[config.mk]
export PLATFORM = sky130hd
export DESIGN_NAME = line_follow_pid_steering_core
export DESIGN_NICKNAME = d
export VERILOG_FILES = /design/src/lfps_pkg.sv /design/src/lfps_err_stage.sv /design/src/lfps_mult_stage.sv /design/src/lfps_out_stage.sv /design/src/line_follow_pid_steering_core.sv
export SDC_FILE = /design/constraint.sdc
export NUM_CORES = 2
export LEC_CHECK = 0
export BUFFER_PORTS_ARGS = -buffer_cell sky130_fd_sc_hd__clkbuf_2
export CAP_MARGIN = 40
export CORE_AREA = 2 2 346 348
export CTS_CLUSTER_DIAMETER = 200
export DETAILED_ROUTE_END_ITERATION = 7
export DIE_AREA = 0 0 348 350
export PLACE_DENSITY_LB_ADDON = 0.08
export REMOVE_ABC_BUFFERS = 1
export SLEW_MARGIN = 40
export SYNTH_ARGS = -nofsm -noshare
export SYNTH_HDL_FRONTEND = slang
export SYNTH_SLANG_ARGS = --single-unit
[constraint.sdc]
create_clock -name clock -period 16.9 [get_ports clock]
set_input_delay 3.38 -clock clock [delete_from_list [all_inputs] [get_ports clock]]
set_output_delay 3.38 -clock clock [all_outputs]
set_load 0.01 [all_outputs]
[src/lfps_pkg.sv]
// Shared widths, register indexes and reset values for the line-follow steering core.
package lfps_pkg;

   // Field and state widths
   localparam int SAMPLE_BITS    = 10;
   localparam int SPEED_BITS     = 8;
   localparam int TURN_BITS      = 8;
   localparam int GAIN_BITS      = 24;
   localparam int GAIN_FRAC_BITS = 16;
   localparam int SUM_BITS       = 24;
   localparam int ERR_BITS       = SAMPLE_BITS + 1;
   localparam int DIFF_BITS      = ERR_BITS + 1;
   localparam int CSR_IDX_BITS   = 2;

   // Product widths: unsigned gain (zero-extended) times signed operand
   localparam int PTERM_BITS = GAIN_BITS + ERR_BITS;
   localparam int ITERM_BITS = GAIN_BITS + SUM_BITS;
   localparam int DTERM_BITS = GAIN_BITS + DIFF_BITS;
   // Room for the three-term sum without overflow
   localparam int TOTAL_BITS = ITERM_BITS + 2;
   localparam int QUOT_BITS  = TOTAL_BITS - GAIN_FRAC_BITS;

   localparam logic [TURN_BITS-1:0] TURN_LIMIT = TURN_BITS'(100);

   // Register indexes
   localparam logic [CSR_IDX_BITS-1:0] CSR_GRAY_LEVEL = 2'd0;
   localparam logic [CSR_IDX_BITS-1:0] CSR_P_GAIN     = 2'd1;
   localparam logic [CSR_IDX_BITS-1:0] CSR_I_GAIN     = 2'd2;
   localparam logic [CSR_IDX_BITS-1:0] CSR_D_GAIN     = 2'd3;

   // Register reset values
   localparam logic [SAMPLE_BITS-1:0] GRAY_LEVEL_RST = SAMPLE_BITS'(550);
   localparam logic [GAIN_BITS-1:0]   P_GAIN_RST     = GAIN_BITS'(111411);
   localparam logic [GAIN_BITS-1:0]   I_GAIN_RST     = GAIN_BITS'(85);
   localparam logic [GAIN_BITS-1:0]   D_GAIN_RST     = GAIN_BITS'(1310720);

   typedef struct packed {
      logic [GAIN_BITS-1:0] p_gain;
      logic [GAIN_BITS-1:0] i_gain;
      logic [GAIN_BITS-1:0] d_gain;
   } gains_type;

endpackage

[src/lfps_err_stage.sv]
// Error formation, saturating error sum and derivative difference; holds the loop state.
module lfps_err_stage (
   input  logic                                  clock,
   input  logic                                  reset,
   input  logic                                  accept,
   input  logic [lfps_pkg::SAMPLE_BITS-1:0]      gray_level,
   input  logic [lfps_pkg::SAMPLE_BITS-1:0]      light_sample,
   input  logic signed [lfps_pkg::SPEED_BITS-1:0] travel_speed,
   input  logic                                  clear_state,
   output logic signed [lfps_pkg::ERR_BITS-1:0]  err,
   output logic signed [lfps_pkg::SUM_BITS-1:0]  err_sum,
   output logic signed [lfps_pkg::DIFF_BITS-1:0] err_diff,
   output logic signed [lfps_pkg::SPEED_BITS-1:0] speed
);
   import lfps_pkg::*;

   logic signed [ERR_BITS-1:0]   err_ff, err_in, prev_eff;
   logic signed [SUM_BITS-1:0]   sum_ff, sum_in, sum_eff;
   logic signed [SUM_BITS:0]     acc;
   logic signed [DIFF_BITS-1:0]  diff_ff, diff_in;
   logic signed [SPEED_BITS-1:0] speed_ff;
   logic                         moving_fwd;

   // Error direction follows the sign of the speed; zero counts as reverse
   always_comb begin
      moving_fwd = !travel_speed[SPEED_BITS-1] && (travel_speed != '0);
      if (moving_fwd) begin
         err_in = $signed({1'b0, gray_level}) - $signed({1'b0, light_sample});
      end else begin
         err_in = $signed({1'b0, light_sample}) - $signed({1'b0, gray_level});
      end
   end

   // Clear acts before the step; sum saturates at the signed limits
   always_comb begin
      prev_eff = clear_state ? '0 : err_ff;
      sum_eff  = clear_state ? '0 : sum_ff;
      acc      = (SUM_BITS+1)'(sum_eff) + (SUM_BITS+1)'(err_in);
      if (acc[SUM_BITS] != acc[SUM_BITS-1]) begin
         sum_in = acc[SUM_BITS] ? {1'b1, {(SUM_BITS-1){1'b0}}} : {1'b0, {(SUM_BITS-1){1'b1}}};
      end else begin
         sum_in = acc[SUM_BITS-1:0];
      end
      diff_in = DIFF_BITS'(err_in) - DIFF_BITS'(prev_eff);
   end

   // Error register doubles as the previous error, sum register as the error sum
   always_ff @(posedge clock) begin
      if (reset) begin
         err_ff <= '0;
         sum_ff <= '0;
      end else if (accept) begin
         err_ff <= err_in;
         sum_ff <= sum_in;
      end
   end

   always_ff @(posedge clock) begin
      if (accept) begin
         diff_ff  <= diff_in;
         speed_ff <= travel_speed;
      end
   end

   assign err      = err_ff;
   assign err_sum  = sum_ff;
   assign err_diff = diff_ff;
   assign speed    = speed_ff;

endmodule

[src/lfps_mult_stage.sv]
// Registered P, I and D products.
module lfps_mult_stage (
   input  logic                                    clock,
   input  logic                                    enable,
   input  lfps_pkg::gains_type                     gains,
   input  logic signed [lfps_pkg::ERR_BITS-1:0]    err,
   input  logic signed [lfps_pkg::SUM_BITS-1:0]    err_sum,
   input  logic signed [lfps_pkg::DIFF_BITS-1:0]   err_diff,
   input  logic signed [lfps_pkg::SPEED_BITS-1:0]  speed,
   output logic signed [lfps_pkg::PTERM_BITS-1:0]  pterm,
   output logic signed [lfps_pkg::ITERM_BITS-1:0]  iterm,
   output logic signed [lfps_pkg::DTERM_BITS-1:0]  dterm,
   output logic signed [lfps_pkg::SPEED_BITS-1:0]  speed_out
);
   import lfps_pkg::*;

   logic signed [PTERM_BITS-1:0] pterm_ff, pterm_in;
   logic signed [ITERM_BITS-1:0] iterm_ff, iterm_in;
   logic signed [DTERM_BITS-1:0] dterm_ff, dterm_in;
   logic signed [SPEED_BITS-1:0] speed_ff;

   // Three independent multiplies; the I product just fits its width
   always_comb begin
      pterm_in = PTERM_BITS'($signed({1'b0, gains.p_gain}) * err);
      iterm_in = ITERM_BITS'($signed({1'b0, gains.i_gain}) * err_sum);
      dterm_in = DTERM_BITS'($signed({1'b0, gains.d_gain}) * err_diff);
   end

   always_ff @(posedge clock) begin
      if (enable) begin
         pterm_ff <= pterm_in;
         iterm_ff <= iterm_in;
         dterm_ff <= dterm_in;
         speed_ff <= speed;
      end
   end

   assign pterm     = pterm_ff;
   assign iterm     = iterm_ff;
   assign dterm     = dterm_ff;
   assign speed_out = speed_ff;

endmodule

[src/lfps_out_stage.sv]
// Term sum, scaling, clamp and negation into the result register.
module lfps_out_stage (
   input  logic                                    clock,
   input  logic                                    enable,
   input  logic signed [lfps_pkg::PTERM_BITS-1:0]  pterm,
   input  logic signed [lfps_pkg::ITERM_BITS-1:0]  iterm,
   input  logic signed [lfps_pkg::DTERM_BITS-1:0]  dterm,
   input  logic signed [lfps_pkg::SPEED_BITS-1:0]  speed,
   output logic signed [lfps_pkg::TURN_BITS-1:0]   turn,
   output logic signed [lfps_pkg::SPEED_BITS-1:0]  speed_out
);
   import lfps_pkg::*;

   logic signed [TOTAL_BITS-1:0] total;
   logic        [TOTAL_BITS-1:0] mag;
   logic        [QUOT_BITS-1:0]  quot;
   logic        [TURN_BITS-1:0]  clamped;
   logic signed [TURN_BITS-1:0]  turn_ff, turn_in;
   logic signed [SPEED_BITS-1:0] speed_ff;

   // Magnitude is truncated toward zero, clamped, then the sign is flipped
   always_comb begin
      total = TOTAL_BITS'(pterm) + TOTAL_BITS'(iterm) + TOTAL_BITS'(dterm);
      mag   = total[TOTAL_BITS-1] ? TOTAL_BITS'(-total) : TOTAL_BITS'(total);
      quot  = mag[TOTAL_BITS-1:GAIN_FRAC_BITS];
      if (quot > QUOT_BITS'(TURN_LIMIT)) begin
         clamped = TURN_LIMIT;
      end else begin
         clamped = quot[TURN_BITS-1:0];
      end
      if (!total[TOTAL_BITS-1] && (total != '0)) begin
         turn_in = -$signed(clamped);
      end else begin
         turn_in = $signed(clamped);
      end
   end

   always_ff @(posedge clock) begin
      if (enable) begin
         turn_ff  <= turn_in;
         speed_ff <= speed;
      end
   end

   assign turn      = turn_ff;
   assign speed_out = speed_ff;

endmodule

[src/line_follow_pid_steering_core.sv]
// Line-follow PID steering core: register file, pipeline control and stage wiring.
// An accepted transaction passes the error, multiply and output stage registers to rsp_.
// Throughput: one transaction per cycle unless stalled; error sum and previous error
// update on accept, so back-to-back samples see each other's state with no bubble.
// Reset: synchronous active high; clears the loop state, pipeline valids and restores
// the register reset values.
module line_follow_pid_steering_core (
   input  logic                                    clock,
   input  logic                                    reset,
   input  logic                                    req_valid,
   output logic                                    req_stall,
   input  logic [lfps_pkg::SAMPLE_BITS-1:0]        req_light_sample,
   input  logic signed [lfps_pkg::SPEED_BITS-1:0]  req_travel_speed,
   input  logic                                    req_clear_state,
   output logic                                    rsp_valid,
   input  logic                                    rsp_stall,
   output logic signed [lfps_pkg::TURN_BITS-1:0]   rsp_turn_command,
   output logic signed [lfps_pkg::SPEED_BITS-1:0]  rsp_forward_command,
   input  logic                                    csr_valid,
   output logic                                    csr_ready,
   input  logic [lfps_pkg::CSR_IDX_BITS-1:0]       csr_index,
   input  logic [lfps_pkg::GAIN_BITS-1:0]          csr_wdata
);
   import lfps_pkg::*;

   logic [SAMPLE_BITS-1:0] gray_ff;
   gains_type              gains_ff;
   logic                   v1_ff, v2_ff, v3_ff;
   logic                   en1, en2, en3, accept;

   logic signed [ERR_BITS-1:0]   s1_err;
   logic signed [SUM_BITS-1:0]   s1_sum;
   logic signed [DIFF_BITS-1:0]  s1_diff;
   logic signed [SPEED_BITS-1:0] s1_speed, s2_speed;
   logic signed [PTERM_BITS-1:0] s2_pterm;
   logic signed [ITERM_BITS-1:0] s2_iterm;
   logic signed [DTERM_BITS-1:0] s2_dterm;

   // Register file; writes are always taken, unused gray bits dropped
   assign csr_ready = 1'b1;

   always_ff @(posedge clock) begin
      if (reset) begin
         gray_ff         <= GRAY_LEVEL_RST;
         gains_ff.p_gain <= P_GAIN_RST;
         gains_ff.i_gain <= I_GAIN_RST;
         gains_ff.d_gain <= D_GAIN_RST;
      end else if (csr_valid) begin
         case (csr_index)
            CSR_GRAY_LEVEL: gray_ff         <= csr_wdata[SAMPLE_BITS-1:0];
            CSR_P_GAIN:     gains_ff.p_gain <= csr_wdata;
            CSR_I_GAIN:     gains_ff.i_gain <= csr_wdata;
            CSR_D_GAIN:     gains_ff.d_gain <= csr_wdata;
            default: ;
         endcase
      end
   end

   // Pipeline advance: a stage loads when it is empty or the next one loads
   always_comb begin
      en3    = !v3_ff || !rsp_stall;
      en2    = !v2_ff || en3;
      en1    = !v1_ff || en2;
      accept = req_valid && en1;
   end

   assign req_stall = !en1;

   always_ff @(posedge clock) begin
      if (reset) begin
         v1_ff <= 1'b0;
         v2_ff <= 1'b0;
         v3_ff <= 1'b0;
      end else begin
         if (en1) v1_ff <= accept;
         if (en2) v2_ff <= v1_ff;
         if (en3) v3_ff <= v2_ff;
      end
   end

   lfps_err_stage u_err (
      .clock         (clock),
      .reset         (reset),
      .accept        (accept),
      .gray_level    (gray_ff),
      .light_sample  (req_light_sample),
      .travel_speed  (req_travel_speed),
      .clear_state   (req_clear_state),
      .err           (s1_err),
      .err_sum       (s1_sum),
      .err_diff      (s1_diff),
      .speed         (s1_speed)
   );

   lfps_mult_stage u_mult (
      .clock     (clock),
      .enable    (en2),
      .gains     (gains_ff),
      .err       (s1_err),
      .err_sum   (s1_sum),
      .err_diff  (s1_diff),
      .speed     (s1_speed),
      .pterm     (s2_pterm),
      .iterm     (s2_iterm),
      .dterm     (s2_dterm),
      .speed_out (s2_speed)
   );

   lfps_out_stage u_out (
      .clock     (clock),
      .enable    (en3),
      .pterm     (s2_pterm),
      .iterm     (s2_iterm),
      .dterm     (s2_dterm),
      .speed     (s2_speed),
      .turn      (rsp_turn_command),
      .speed_out (rsp_forward_command)
   );

   assign rsp_valid = v3_ff;

endmodule
==> flow_metrics.py <==
metrics = {
    "critical_path": {
        "cp_top_family": "compound AO/OA/AOI/OAI gates",
        "path_buf_inv": 5,
        "r2r_setup_slack_ns": 8.14,
        "start_kind": "input pin",
        "criticalPathCategory": "in2reg",
        "worstReg2RegEnd": "u_mult.iterm[46]",
        "worstSetupPathDepth": 28,
        "r2r_cells": 28,
        "critPathSlowestCell": "o31ai_1",
        "max_stage_delay_ns": 0.43,
        "crit_required_ns": 17.38,
        "worstPathArrival_ns": 9.43,
        "endpoint_kind": "flip-flop",
        "reg2reg_from": "u_err.err_sum[5]",
        "path_max_fanout": 21,
        "crit_path_frequent_cell": "a21oi_1",
    },
    "cells_and_area": {
        "area_growth_pct": 6.171,
        "final_core_util_pct": 47.51,
        "layout-drive-gt1-share_pct": 4.956,
        "nFillCells": 11310,
        "ff_latch_area_um2": 7298,
        "nNetsFinal": 7193,
        "multi_input_area_um2": 40570,
        "diodes": 0,
    },
    "die": {
        "die_y_um": 350,
        "rows": 126,
        "dieWidth_um": 348,
        "dieArea_um2": 121800,
        "start_util_pct": 44.75,
        "core_area_um2": 117800,
        "io_pins": 69,
    },
    "clocking": {
        "clock-sinks": 283,
        "cts_made_buffers": 38,
        "clock_latency_ns": 0.59,
        "htreeDepth": 2,
        "hold_buffers": 0,
        "cts_tree": "done",
        "cts-root-buf": "clkbuf_16",
        "ctsResizeCount": 0,
        "cts.path.max_buffers": 3,
        "clkTransAtPathRegs_ns": 0.06,
        "cts_setup_buffers": 0,
    },
    "synth": {
        "synth-async-reset-ratio_pct": 0,
        "synth.yosys.seq_area_share_pct": 13.85,
        "ys_top_cells_by_area": "fa_1, ha_1, edfxtp_1",
        "synth_area_um2": 52700,
        "synthCells": 5783,
        "synth_commonest_cells": "inv_1, fa_1, nand2_1",
        "ys_seq_elements": 283,
        "synth_warnings": 0,
        "yosysUniqueCellTypes": 96,
        "synth_edf_count": 163,
        "synth_top_area_share_pct": 36.24,
        "yosysMostFrequentCell": "inv_1",
        "ys_dominant_reg_cell": "edfxtp_1",
        "synth_area_per_cell_um2": 9.112,
        "yosysTopAreaCell": "fa_1",
    },
    "grt": {
        "gr-usage-met3_pct": 5.762,
        "grt_max_degree": 73,
        "grtUsageTotal_pct": 25.40,
        "overflow": 0,
        "gr-usage-met1_pct": 35.36,
        "grt.busiest_layer": "met2",
        "grt_pass1_vias": 40020,
        "grt_use_met2_pct": 40.63,
        "grt_pass1_wl_um": 235800,
        "grt_antenna_before_repair": 9,
    },
    "power": {
        "pwr-share-clk_pct": 9.0,
        "swShare_pct": 53.76,
        "p_leak_uw": 0.02570,
        "power_density_nw_per_um2": 166.1,
        "irDropWorstVdd_mv": 0.1950,
        "p_comb_share_pct": 77.9,
        "seqPwrFrac_pct": 13.0,
        "power.switching_uw": 4996,
        "internal-power_uw": 4297,
    },
    "run": {
        "drv_cap": 0,
    },
    "route": {
        "vias_per_cell": 5.305,
        "drt_first_pass_iters": 5,
        "routed_wl_um": 150600,
        "vias": 38550,
        "wl_per_cell_um": 20.72,
        "ant_nets": 0,
        "drt_iter0_markers": 2300,
        "drc": 0,
    },
    "worst_hold_path": {
        "hold_path_end": "u_out.speed_out[7]",
        "worstHoldPathType": "reg2reg",
        "hp-start": "u_mult.speed_out[7]",
        "hold_path_depth": 0,
    },
    "run_status": {
        "status": "complete, no violations",
    },
    "placement": {
        "port_buffers": 67,
        "routabilityCongestion": 0.8671,
        "dp_hpwl_um": 118100,
    },
    "timing": {
        "max_freq_mhz": 111.8,
        "finalCritPeriodShare_pct": 52.92,
        "setup-tns-final_ns": 0,
        "final_max_slew_viol_count": 0,
        "rsz0062_at_grt": "false",
        "post-route-min-period_ns": 8.944,
        "final-hold-violation-count": 0,
        "finalSetupViolCount": 0,
        "worst_pin_slew_ns": 0.8782,
        "relSlewSlack_pct": 41.37,
        "finClkSkew_ns": 0.02952,
    },
}
[metrics by stage]
step | cell area [um^2] | power [uW] | hold slack [ns] | setup slack [ns] | std cells
finish | 55950 | 9293 | 0.4178 | 7.956 | 7266
floorplan | 51610 | 6333 | 0.4003 | 6.321 | 5499
CTS | 55910 | 9306 | 0.4193 | 8.007 | 7265
global placement | 54600 | 8372 | 0.4030 | 7.502 | 7194
global route | 55950 | 10270 | 0.4237 | 7.333 | 7266
detailed placement | 54620 | 8415 | 0.4061 | 7.410 | 7195
[cells by family (layout without fill, tap and decap cells)]
logic type | count (synthesis) | in the layout | share of synthesized area (%)
and+or+nand+nor | 1928 | 1928 | 17.77
adders and majority gates | 1462 | 1462 | 48.21
other | 1 | 1 | 0.007116
DFF | 283 | 283 | 13.85
AOI/OAI and AO/OA | 616 | 616 | 7.596
xor gates and xnor gates | 181 | 181 | 3.008
buffers and inverters | 1297 | 1244 | 9.267
muxes | 15 | 15 | 0.2921
[routing by layer]
metal	wire length, um	part of all wire, %
met1	68210	45
met2	67740	45
met3	11460	7.6
met4	3138	2.1
met5	29	0.019
[power by group through the flow]
stage / clock [uW] / sequential (uW) / combinational (uW)
6_report: 840 / 1210 / 7240
5_1_grt: 884 / 1230 / 8160
4_1_cts: 860 / 1220 / 7230
3_5_place_dp: 0 / 1230 / 7180
3_3_place_gp: 0 / 1230 / 7140
2_1_floorplan: 0 / 1230 / 5110
[layout by cell type (no fill, tap or decap), drive strengths merged, types with 18 or more instances in the layout]
master | synthesis | final
buf | 11 | 95
o21ai | 77 | 77
fa | 954 | 954
inv | 1013 | 1014
a21oi | 229 | 229
dfxtp | 120 | 120
or2 | 20 | 20
nor3 | 58 | 58
nand3 | 58 | 58
ha | 489 | 489
maj3 | 19 | 19
edfxtp | 163 | 163
and2 | 415 | 415
a31oi | 18 | 18
clkbuf | 273 | 114
a21o | 64 | 64
and3 | 26 | 26
xnor2 | 118 | 118
nand2b | 81 | 81
o21bai | 36 | 36
nor2b | 50 | 50
nor2 | 165 | 165
xor2 | 63 | 63
a211oi | 43 | 43
nand3b | 22 | 22
or3 | 25 | 25
nand4 | 29 | 29
nand2 | 930 | 930
o21a | 22 | 22
[worst max path at each step]
| stage | start | slack, ns | endpoint |
|---|---|---|---|
| floorplan | req_light_sample[0] | 6.32 | u_err.err_sum[10] |
| global placement | req_light_sample[0] | 7.50 | u_err.err_sum[1] |
| detailed placement | req_light_sample[0] | 7.41 | u_err.err_sum[1] |
| CTS | req_light_sample[0] | 8.01 | u_err.err_sum[1] |
| global route | req_light_sample[0] | 7.33 | u_err.err_sum[13] |
| finish | req_light_sample[0] | 7.96 | u_err.err_sum[1] |
[area by class of cell]
cell class,instances,area share (%)
Clock buffer,48,1.917
Clock inverter,22,0.3891
Multi-Input combinational cell,4203,72.52
Timing Repair Buffer,161,1.901
Tap cell,1536,3.435
Inverter,1013,6.796
Sequential cell,283,13.04
[sequential cells by signal (all words and copies together) (netlist names)]
name	cells
gray_ff	10
rsp_valid	1
u_mult.speed_out	8
u_out.turn	8
u_err.speed	8
v2_ff	1
v1_ff	1
u_mult.iterm	48
u_mult.dterm	36
u_out.speed_out	8
u_err.err_sum	24
u_err.err	11
u_err.err_diff	12
gains_ff	72
u_mult.pterm	35
(Power assumes the default switching activity.)
